File: src/sv/psc_pkg.sv
// ----------------------------------------------------------------------------
// PID steering controller package
// Shared types, constants and the command structure.
// ----------------------------------------------------------------------------
`default_nettype none

package psc_pkg;

    localparam int unsigned CFG_W       = 16;
    localparam int unsigned CFG_IDX_W   = 3;
    localparam int unsigned SAMPLE_W    = 16;
    localparam int unsigned ERR_W       = 17;
    localparam int unsigned DIFF_W      = 18;
    localparam int unsigned WORD_W      = 32;
    localparam int unsigned DRIVE_W     = 18;
    localparam int unsigned DIV_STEPS   = 32;
    localparam int unsigned DIV_CNT_W   = 5;

    localparam logic [CFG_IDX_W-1:0] REG_PROP_GAIN  = 3'd0;
    localparam logic [CFG_IDX_W-1:0] REG_INTEG_GAIN = 3'd1;
    localparam logic [CFG_IDX_W-1:0] REG_DERIV_GAIN = 3'd2;
    localparam logic [CFG_IDX_W-1:0] REG_WINDUP     = 3'd3;
    localparam logic [CFG_IDX_W-1:0] REG_DIVISOR    = 3'd4;

    localparam logic [CFG_W-1:0] PROP_GAIN_RST  = 16'd2000;
    localparam logic [CFG_W-1:0] INTEG_GAIN_RST = 16'd0;
    localparam logic [CFG_W-1:0] DERIV_GAIN_RST = 16'd0;
    localparam logic [CFG_W-1:0] WINDUP_RST     = 16'd1000;
    localparam logic [CFG_W-1:0] DIVISOR_RST    = 16'd10;

    localparam logic [WORD_W-1:0] ROUND_BIAS = 32'd32767;
    localparam int unsigned SCALE_SHIFT = 15;

    typedef enum logic [1:0] {
        TERM_P,
        TERM_I,
        TERM_D
    } term_t;

    typedef enum logic [3:0] {
        ST_IDLE,
        ST_LOAD,
        ST_MUL,
        ST_ACC,
        ST_DIV_INIT,
        ST_DIV_STEP,
        ST_FIX,
        ST_SCALE,
        ST_DONE
    } state_t;

    typedef struct packed {
        logic  load;
        logic  mul;
        logic  acc;
        term_t term;
        logic  div_init;
        logic  div_step;
        logic  fix;
        logic  scale;
        logic  out_load;
    } cmd_t;

endpackage

`default_nettype wire

File: src/sv/psc_datapath.sv
// ----------------------------------------------------------------------------
// PID steering controller datapath
// Configuration registers, controller state, shared multiplier, serial
// divider and output scaling.
// ----------------------------------------------------------------------------
`default_nettype none

module psc_datapath (
    input  wire                                        aclk,
    input  wire                                        aresetn,
    input  wire                                        cfg_we,
    input  wire         [psc_pkg::CFG_IDX_W-1:0]       cfg_index,
    input  wire         [psc_pkg::CFG_W-1:0]           cfg_wdata,
    input  wire  signed [psc_pkg::SAMPLE_W-1:0]        s_error_sample,
    input  wire  psc_pkg::cmd_t                        cmd,
    output logic signed [psc_pkg::DRIVE_W-1:0]         m_steering_drive
);

    logic [psc_pkg::CFG_W-1:0] prop_gain_reg;
    logic [psc_pkg::CFG_W-1:0] integ_gain_reg;
    logic [psc_pkg::CFG_W-1:0] deriv_gain_reg;
    logic [psc_pkg::CFG_W-1:0] windup_reg;
    logic [psc_pkg::CFG_W-1:0] divisor_reg;

    logic [psc_pkg::WORD_W-1:0]  sum_reg;
    logic [psc_pkg::ERR_W-1:0]   prev_reg;
    logic [psc_pkg::ERR_W-1:0]   e_reg;
    logic [psc_pkg::DIFF_W-1:0]  diff_reg;
    logic                        integ_on_reg;
    logic [psc_pkg::WORD_W-1:0]  prod_reg;
    logic [psc_pkg::WORD_W-1:0]  acc_reg;
    logic [psc_pkg::WORD_W-1:0]  dvd_reg;
    logic [psc_pkg::CFG_W-1:0]   rem_reg;
    logic                        neg_reg;
    logic                        zero_div_reg;
    logic [psc_pkg::DRIVE_W-1:0] out_reg;

    logic [psc_pkg::ERR_W-1:0]   e_next;
    logic                        integ_on_next;
    logic [psc_pkg::CFG_W-1:0]   gain_sel;
    logic [psc_pkg::WORD_W-1:0]  opnd_sel;
    logic [47:0]                 mul_full;
    logic [psc_pkg::CFG_W:0]     shifted;
    logic [psc_pkg::CFG_W:0]     trial;
    logic                        q_bit;
    logic [psc_pkg::WORD_W-1:0]  q_fix;
    logic [psc_pkg::WORD_W-1:0]  scaled;
    logic [psc_pkg::WORD_W-1:0]  biased;
    logic [psc_pkg::DRIVE_W-1:0] r_ext;

    always_ff @(posedge aclk) begin
        if (!aresetn) begin
            prop_gain_reg  <= psc_pkg::PROP_GAIN_RST;
            integ_gain_reg <= psc_pkg::INTEG_GAIN_RST;
            deriv_gain_reg <= psc_pkg::DERIV_GAIN_RST;
            windup_reg     <= psc_pkg::WINDUP_RST;
            divisor_reg    <= psc_pkg::DIVISOR_RST;
        end else if (cfg_we) begin
            unique case (cfg_index)
                psc_pkg::REG_PROP_GAIN:  prop_gain_reg  <= cfg_wdata;
                psc_pkg::REG_INTEG_GAIN: integ_gain_reg <= cfg_wdata;
                psc_pkg::REG_DERIV_GAIN: deriv_gain_reg <= cfg_wdata;
                psc_pkg::REG_WINDUP:     windup_reg     <= cfg_wdata;
                psc_pkg::REG_DIVISOR:    divisor_reg    <= cfg_wdata;
                default: ;
            endcase
        end
    end

    assign e_next = psc_pkg::ERR_W'(-$signed({s_error_sample[psc_pkg::SAMPLE_W-1],
                                              s_error_sample}));
    assign integ_on_next = sum_reg[psc_pkg::WORD_W-1]
                         || (sum_reg < {16'd0, windup_reg});

    always_ff @(posedge aclk) begin
        if (!aresetn) begin
            sum_reg  <= '0;
            prev_reg <= '0;
        end else if (cmd.load) begin
            prev_reg <= e_next;
            if (integ_on_next) begin
                sum_reg <= sum_reg + {{(psc_pkg::WORD_W-psc_pkg::ERR_W){e_next[psc_pkg::ERR_W-1]}},
                                      e_next};
            end
        end
    end

    always_ff @(posedge aclk) begin
        if (cmd.load) begin
            e_reg        <= e_next;
            integ_on_reg <= integ_on_next;
            diff_reg     <= {prev_reg[psc_pkg::ERR_W-1], prev_reg}
                          - {e_next[psc_pkg::ERR_W-1], e_next};
        end
    end

    always_comb begin
        unique case (cmd.term)
            psc_pkg::TERM_P: begin
                gain_sel = prop_gain_reg;
                opnd_sel = {{(psc_pkg::WORD_W-psc_pkg::ERR_W){e_reg[psc_pkg::ERR_W-1]}}, e_reg};
            end
            psc_pkg::TERM_I: begin
                gain_sel = integ_on_reg ? integ_gain_reg : '0;
                opnd_sel = sum_reg;
            end
            psc_pkg::TERM_D: begin
                gain_sel = deriv_gain_reg;
                opnd_sel = {{(psc_pkg::WORD_W-psc_pkg::DIFF_W){diff_reg[psc_pkg::DIFF_W-1]}},
                            diff_reg};
            end
            default: begin
                gain_sel = '0;
                opnd_sel = '0;
            end
        endcase
    end

    assign mul_full = {32'd0, gain_sel} * {16'd0, opnd_sel};

    assign shifted = {rem_reg, dvd_reg[psc_pkg::WORD_W-1]};
    assign trial   = shifted - {1'b0, divisor_reg};
    assign q_bit   = (shifted >= {1'b0, divisor_reg});
    assign q_fix   = zero_div_reg ? '0 : (neg_reg ? (~dvd_reg + 32'd1) : dvd_reg);
    assign scaled  = (acc_reg << 6) + (acc_reg << 5) + (acc_reg << 2);
    assign biased  = prod_reg + (prod_reg[psc_pkg::WORD_W-1] ? psc_pkg::ROUND_BIAS : '0);
    assign r_ext   = {biased[psc_pkg::WORD_W-1], biased[psc_pkg::WORD_W-1:psc_pkg::SCALE_SHIFT]};

    always_ff @(posedge aclk) begin
        if (cmd.mul) begin
            prod_reg <= mul_full[psc_pkg::WORD_W-1:0];
        end else if (cmd.scale) begin
            prod_reg <= scaled;
        end
        if (cmd.acc) begin
            acc_reg <= ((cmd.term == psc_pkg::TERM_P) ? '0 : acc_reg) + prod_reg;
        end else if (cmd.fix) begin
            acc_reg <= q_fix;
        end
        if (cmd.div_init) begin
            neg_reg      <= acc_reg[psc_pkg::WORD_W-1];
            zero_div_reg <= (divisor_reg == '0);
            dvd_reg      <= acc_reg[psc_pkg::WORD_W-1] ? (~acc_reg + 32'd1) : acc_reg;
            rem_reg      <= '0;
        end else if (cmd.div_step) begin
            dvd_reg <= {dvd_reg[psc_pkg::WORD_W-2:0], q_bit};
            rem_reg <= q_bit ? trial[psc_pkg::CFG_W-1:0] : shifted[psc_pkg::CFG_W-1:0];
        end
        if (cmd.out_load) begin
            out_reg <= psc_pkg::DRIVE_W'(-$signed(r_ext));
        end
    end

    assign m_steering_drive = $signed(out_reg);

endmodule

`default_nettype wire

File: src/sv/psc_ctrl.sv
// ----------------------------------------------------------------------------
// PID steering controller sequencer
// State machine that steps the datapath through load, three multiply and
// accumulate passes, the serial divide and the output scaling.
// ----------------------------------------------------------------------------
`default_nettype none

module psc_ctrl (
    input  wire             aclk,
    input  wire             aresetn,
    input  wire             s_valid,
    output logic            s_ready,
    output logic            m_valid,
    input  wire             m_ready,
    output psc_pkg::cmd_t   cmd
);

    psc_pkg::state_t                 state_reg, state_next;
    psc_pkg::term_t                  term_reg, term_next;
    logic [psc_pkg::DIV_CNT_W-1:0]   cnt_reg, cnt_next;
    logic                            valid_reg, valid_next;

    always_ff @(posedge aclk) begin
        if (!aresetn) begin
            state_reg <= psc_pkg::ST_IDLE;
            term_reg  <= psc_pkg::TERM_P;
            cnt_reg   <= '0;
            valid_reg <= 1'b0;
        end else begin
            state_reg <= state_next;
            term_reg  <= term_next;
            cnt_reg   <= cnt_next;
            valid_reg <= valid_next;
        end
    end

    always_comb begin
        state_next = state_reg;
        term_next  = term_reg;
        cnt_next   = cnt_reg;
        valid_next = valid_reg && !m_ready;
        cmd        = '0;
        cmd.term   = term_reg;
        s_ready    = 1'b0;
        unique case (state_reg)
            psc_pkg::ST_IDLE: begin
                s_ready = 1'b1;
                if (s_valid) begin
                    cmd.load   = 1'b1;
                    state_next = psc_pkg::ST_LOAD;
                end
            end
            psc_pkg::ST_LOAD: begin
                term_next  = psc_pkg::TERM_P;
                state_next = psc_pkg::ST_MUL;
            end
            psc_pkg::ST_MUL: begin
                cmd.mul    = 1'b1;
                state_next = psc_pkg::ST_ACC;
            end
            psc_pkg::ST_ACC: begin
                cmd.acc = 1'b1;
                unique case (term_reg)
                    psc_pkg::TERM_P: begin
                        term_next  = psc_pkg::TERM_I;
                        state_next = psc_pkg::ST_MUL;
                    end
                    psc_pkg::TERM_I: begin
                        term_next  = psc_pkg::TERM_D;
                        state_next = psc_pkg::ST_MUL;
                    end
                    default: begin
                        state_next = psc_pkg::ST_DIV_INIT;
                    end
                endcase
            end
            psc_pkg::ST_DIV_INIT: begin
                cmd.div_init = 1'b1;
                cnt_next     = '0;
                state_next   = psc_pkg::ST_DIV_STEP;
            end
            psc_pkg::ST_DIV_STEP: begin
                cmd.div_step = 1'b1;
                cnt_next     = cnt_reg + 1'b1;
                if (cnt_reg == psc_pkg::DIV_CNT_W'(psc_pkg::DIV_STEPS - 1)) begin
                    state_next = psc_pkg::ST_FIX;
                end
            end
            psc_pkg::ST_FIX: begin
                cmd.fix    = 1'b1;
                state_next = psc_pkg::ST_SCALE;
            end
            psc_pkg::ST_SCALE: begin
                cmd.scale  = 1'b1;
                state_next = psc_pkg::ST_DONE;
            end
            psc_pkg::ST_DONE: begin
                if (!valid_reg || m_ready) begin
                    cmd.out_load = 1'b1;
                    valid_next   = 1'b1;
                    state_next   = psc_pkg::ST_IDLE;
                end
            end
            default: begin
                state_next = psc_pkg::ST_IDLE;
            end
        endcase
    end

    assign m_valid = valid_reg;

endmodule

`default_nettype wire

File: src/sv/pid_steering_controller_core.sv
// An accepted input transaction runs through three passes of one shared
// multiplier and the 32-step restoring divider before m_valid is raised.
// Input is accepted only while the sequencer is idle; the output register holds
// a finished result while the next input transaction is accepted and processed.
// Reset: synchronous active-low aresetn restores the register defaults and
// clears the integral sum, the previous error and m_valid.
// ----------------------------------------------------------------------------
// PID steering controller core
// Discrete PID controller with integrator clamp, a serial divide by a
// configurable divisor and fixed output scaling.
// ----------------------------------------------------------------------------
`default_nettype none

module pid_steering_controller_core (
    input  wire                                        aclk,
    input  wire                                        aresetn,
    input  wire                                        cfg_we,
    input  wire         [psc_pkg::CFG_IDX_W-1:0]       cfg_index,
    input  wire         [psc_pkg::CFG_W-1:0]           cfg_wdata,
    input  wire                                        s_valid,
    output logic                                       s_ready,
    input  wire  signed [psc_pkg::SAMPLE_W-1:0]        s_error_sample,
    output logic                                       m_valid,
    input  wire                                        m_ready,
    output logic signed [psc_pkg::DRIVE_W-1:0]         m_steering_drive
);

    psc_pkg::cmd_t cmd;

    psc_ctrl u_ctrl (
        .aclk    (aclk),
        .aresetn (aresetn),
        .s_valid (s_valid),
        .s_ready (s_ready),
        .m_valid (m_valid),
        .m_ready (m_ready),
        .cmd     (cmd)
    );

    psc_datapath u_datapath (
        .aclk             (aclk),
        .aresetn          (aresetn),
        .cfg_we           (cfg_we),
        .cfg_index        (cfg_index),
        .cfg_wdata        (cfg_wdata),
        .s_error_sample   (s_error_sample),
        .cmd              (cmd),
        .m_steering_drive (m_steering_drive)
    );

endmodule

`default_nettype wire

File: config.mk
export PLATFORM = sky130hd
export DESIGN_NAME = pid_steering_controller_core
export DESIGN_NICKNAME = d
export VERILOG_FILES = /design/src/sv/psc_pkg.sv /design/src/sv/psc_datapath.sv /design/src/sv/psc_ctrl.sv /design/src/sv/pid_steering_controller_core.sv
export SDC_FILE = /design/constraint.sdc
export NUM_CORES = 2
export LEC_CHECK = 0
export ABC_CLOCK_PERIOD_IN_PS = 21500
export BUFFER_PORTS_ARGS = -buffer_cell sky130_fd_sc_hd__buf_2
export CAP_MARGIN = 40
export CORE_MARGIN = 3
export CORE_UTILIZATION = 35
export DETAILED_ROUTE_END_ITERATION = 12
export HOLD_SLACK_MARGIN = 0.06
export PLACE_DENSITY_LB_ADDON = 0.3
export RECOVER_POWER = 100
export SLEW_MARGIN = 5
export SYNTH_ARGS = -nofsm -noshare
export SYNTH_HDL_FRONTEND = slang
export SYNTH_HIERARCHICAL = 1
export SYNTH_SLANG_ARGS = --single-unit
File: constraint.sdc
create_clock -name aclk -period 21.5 [get_ports aclk]
set_clock_uncertainty 0.1 [all_clocks]
set_input_delay 1.075 -clock aclk [delete_from_list [all_inputs] [get_ports aclk]]
set_output_delay 1.075 -clock aclk [all_outputs]
set_load 0.05 [all_outputs]
==> flow_summary.json <==
{
  "power_density_nw_per_um2": 119.0,
  "postRouteAntennaNets": 0,
  "grt_usage": 0.1931,
  "cts_buffer_depth": 3,
  "seq_area_um2": 7709,
  "cts_resized": 0,
  "maxCapViolCount": 14,
  "worst_slack_ns": 9.521,
  "period_share": 0.5572,
  "cts_hold_buf": 0,
  "crit_path_max_incr_delay_ns": 1.95,
  "final_cell_mix": "nand2_1, inv_1, nor2_1, fa_1, a21oi_1",
  "hp-class": "reg -> reg",
  "clk_latency_ns": 0.60,
  "fin_tns_setup_ns": 0,
  "netlist_area_um2": 33040,
  "power.internal_uw": 2307,
  "first_pass_iters": 5,
  "violations": "max-capacitance violations, max-slew violations",
  "yosys_warnings": 6,
  "clkPwrFrac": 0.154,
  "area_delta_synth_final_pct": 8.694,
  "htreeDepth": 2,
  "ys_async_sr_fraction": 0,
  "path_clk_slew_ns": 0.06,
  "coreArea_um2": 93470,
  "synth_cell_type_count": 89,
  "grt.overflow.total": 0,
  "drv_slew": 605,
  "drcViolationCount": 0,
  "via_count": 26609,
  "root_buffer": "clkbuf_16",
  "dr.first_iter.drc_count": 2202,
  "fin_total_pwr_uw": 4274,
  "avgSynthCellArea_um2": 8.533,
  "cts_setup_buffers": 0,
  "path_class": "reg -> reg",
  "start_util": 0.3535,
  "path_max_fanout": 66,
  "routabilityCongestion": 0.9399,
  "relSlewSlack": -1.370,
  "final_common_cell": "nand2_1",
  "ys_seq_area_frac": 0.2333,
  "grt_pass1_vias": 26367,
  "antenna_found_initial": 1,
  "setup_violations": 0,
  "cp_data_arrival_time_ns": 12.21,
  "rsz0062_at_grt": "no",
  "combPwrFrac": 0.675,
  "status": "complete, but fails checks",
  "die_w_um": 313.3,
  "layout-drive-gt1-share": 0.04094,
  "fin_crit_ns": 11.98,
  "vias_per_cell": 5.155,
  "wl_um": 94810,
  "grt_pass1_wl_um": 150500,
  "synthCells": 3872,
  "end_kind": "register",
  "io_pins": 60,
  "num-fill-cells": 9635,
  "die_area_um2": 98130,
  "p_seq_frac": 0.171,
  "crit_top_cell": "fa_1",
  "required_ns": 21.73,
  "dp_hpwl_um": 74860,
  "rows": 112,
  "netSwitchingPower_uw": 1967,
  "timing.fmax_mhz": 83.48,
  "vdd_drop_max_mv": 0.1187,
  "synth_edf_count": 152,
  "worst_pin_slew_ns": 3.555,
  "wire_per_inst_um": 18.37,
  "dpl_worst_slack_ns": 12.38,
  "timing.final.hold_violations": 0,
  "p_leak_uw": 0.01550,
  "diodes": 0,
  "syn_nets": 4492,
  "tritoncts": "done",
  "multiInputGateArea_um2": 22940,
  "grt_start_max_net_pins": 83,
  "yosys_most_used_dff": "dfxtp_1",
  "clock_sinks": 309,
  "port_buffers": 59,
  "crit_path_start_kind": "register",
  "ys_ff_latch": 309,
  "power.share.switching": 0.4601,
  "nets": 4498,
  "slowest_stage": "clkbuf_1",
  "cts_buffers": 38,
  "die_h_um": 313.3
}
## cell usage after synthesis, types with 6 or more instances
library cell	count	area, µm²
nand2b_1	45	281.5
nand4_1	14	87.58
and3_1	35	219.0
or3_1	25	156.4
inv_1	487	1828
a21boi_0	7	52.55
nand3b_1	8	60.06
o211ai_1	17	127.6
a21oi_1	271	1356
a31oi_1	11	68.82
or4_1	8	60.06
a211o_1	6	52.55
nor3_1	52	260.3
ha_1	246	3078
o21a_1	46	345.3
and2_1	21	131.4
buf_2	11	55.05
nand2_1	586	2200
xor2_1	86	753.2
buf_1	14	52.55
dfxtp_1	157	3143
xnor2_1	146	1279
nand3_1	61	305.3
a211oi_1	32	240.2
mux2i_1	73	730.7
o21bai_1	12	90.09
nor2b_1	40	250.2
clkbuf_1	116	435.4
nor2_1	366	1374
o21ai_1	46	230.2
a21o_1	75	563.0
o22ai_1	28	175.2
nor4_1	14	87.58
o31ai_1	21	157.7
fa_1	334	6686
edfxtp_1	152	4564
or2_2	8	50.05
o21ai_0	90	450.4
## cells by family after synthesis
| logic type | synth area share |
|---|---|
| compound gates | 0.1386 |
| xor+xnor | 0.06286 |
| fa+ha+maj | 0.2955 |
| buf+inv | 0.07255 |
| flops | 0.2333 |
| mux | 0.02246 |
| simple gates | 0.1747 |
## per-layer routing
| metal | vias up | global-route usage | share of wire |
|---|---|---|---|
| li1 | 12843 | - | - |
| met1 | 12871 | 0.2747 | 0.46 |
| met2 | 744 | 0.3032 | 0.44 |
| met3 | 151 | 0.03074 | 0.063 |
| met4 | 0 | 0.05538 | 0.030 |
| met5 | - | 0 | 0 |
## layout make-up
type                            instances  area share
Multi-Input combinational cell       2930      0.6386
Inverter                              491     0.05135
Sequential cell                       309      0.2146
Clock inverter                         20    0.004424
Tap cell                             1254     0.04369
Timing Repair Buffer                  108     0.01693
Clock buffer                           50     0.03034
## per-stage QoR
| step | utilization | hold slack [ns] | cells | area [µm²] |
|---|---|---|---|---|
| global route | 0.3842 | 0.3703 | 5162 | 35910 |
| global placement | 0.3706 | 0.3413 | 5077 | 34640 |
| detailed placement | 0.3726 | 0.3420 | 5091 | 34820 |
| finish | 0.3842 | 0.3508 | 5162 | 35910 |
| floorplan | - | 0.3317 | 3872 | 33040 |
| CTS | 0.3859 | 0.3503 | 5161 | 36070 |
## worst max-delay path: cells and delay by family, from the launching register on
kind	cells	cell delay [ns]
mux	1	0.08
simple gates	3	1.36
fa+ha+maj	7	3.30
buf+inv	5	2.71
compound gates	9	2.90
flops	1	1.08
xor+xnor	1	0.15
## final timing paths
check | end | cells past startpoint | slack, ns | from
max | u_datapath/prod_reg[30] | 26 | 9.52 | u_ctrl/term_reg[0]
max reg2reg | u_datapath/prod_reg[30] | 26 | 9.52 | u_ctrl/term_reg[0]
min reg2reg | u_datapath/integ_gain_reg[13] | 2 | 0.35 | u_datapath/integ_gain_reg[13]
min | u_datapath/integ_gain_reg[13] | 2 | 0.35 | u_datapath/integ_gain_reg[13]
## power groups by stage
stage | clock network (µW) | registers [µW] | logic [µW]
after floorplan | 0 | 718 | 2260
after global placement | 0 | 742 | 2870
after detailed placement | 0 | 743 | 2910
after CTS | 674 | 730 | 2930
after global routing | 692 | 738 | 3310
final | 657 | 732 | 2890
(Power assumes the default switching activity.)
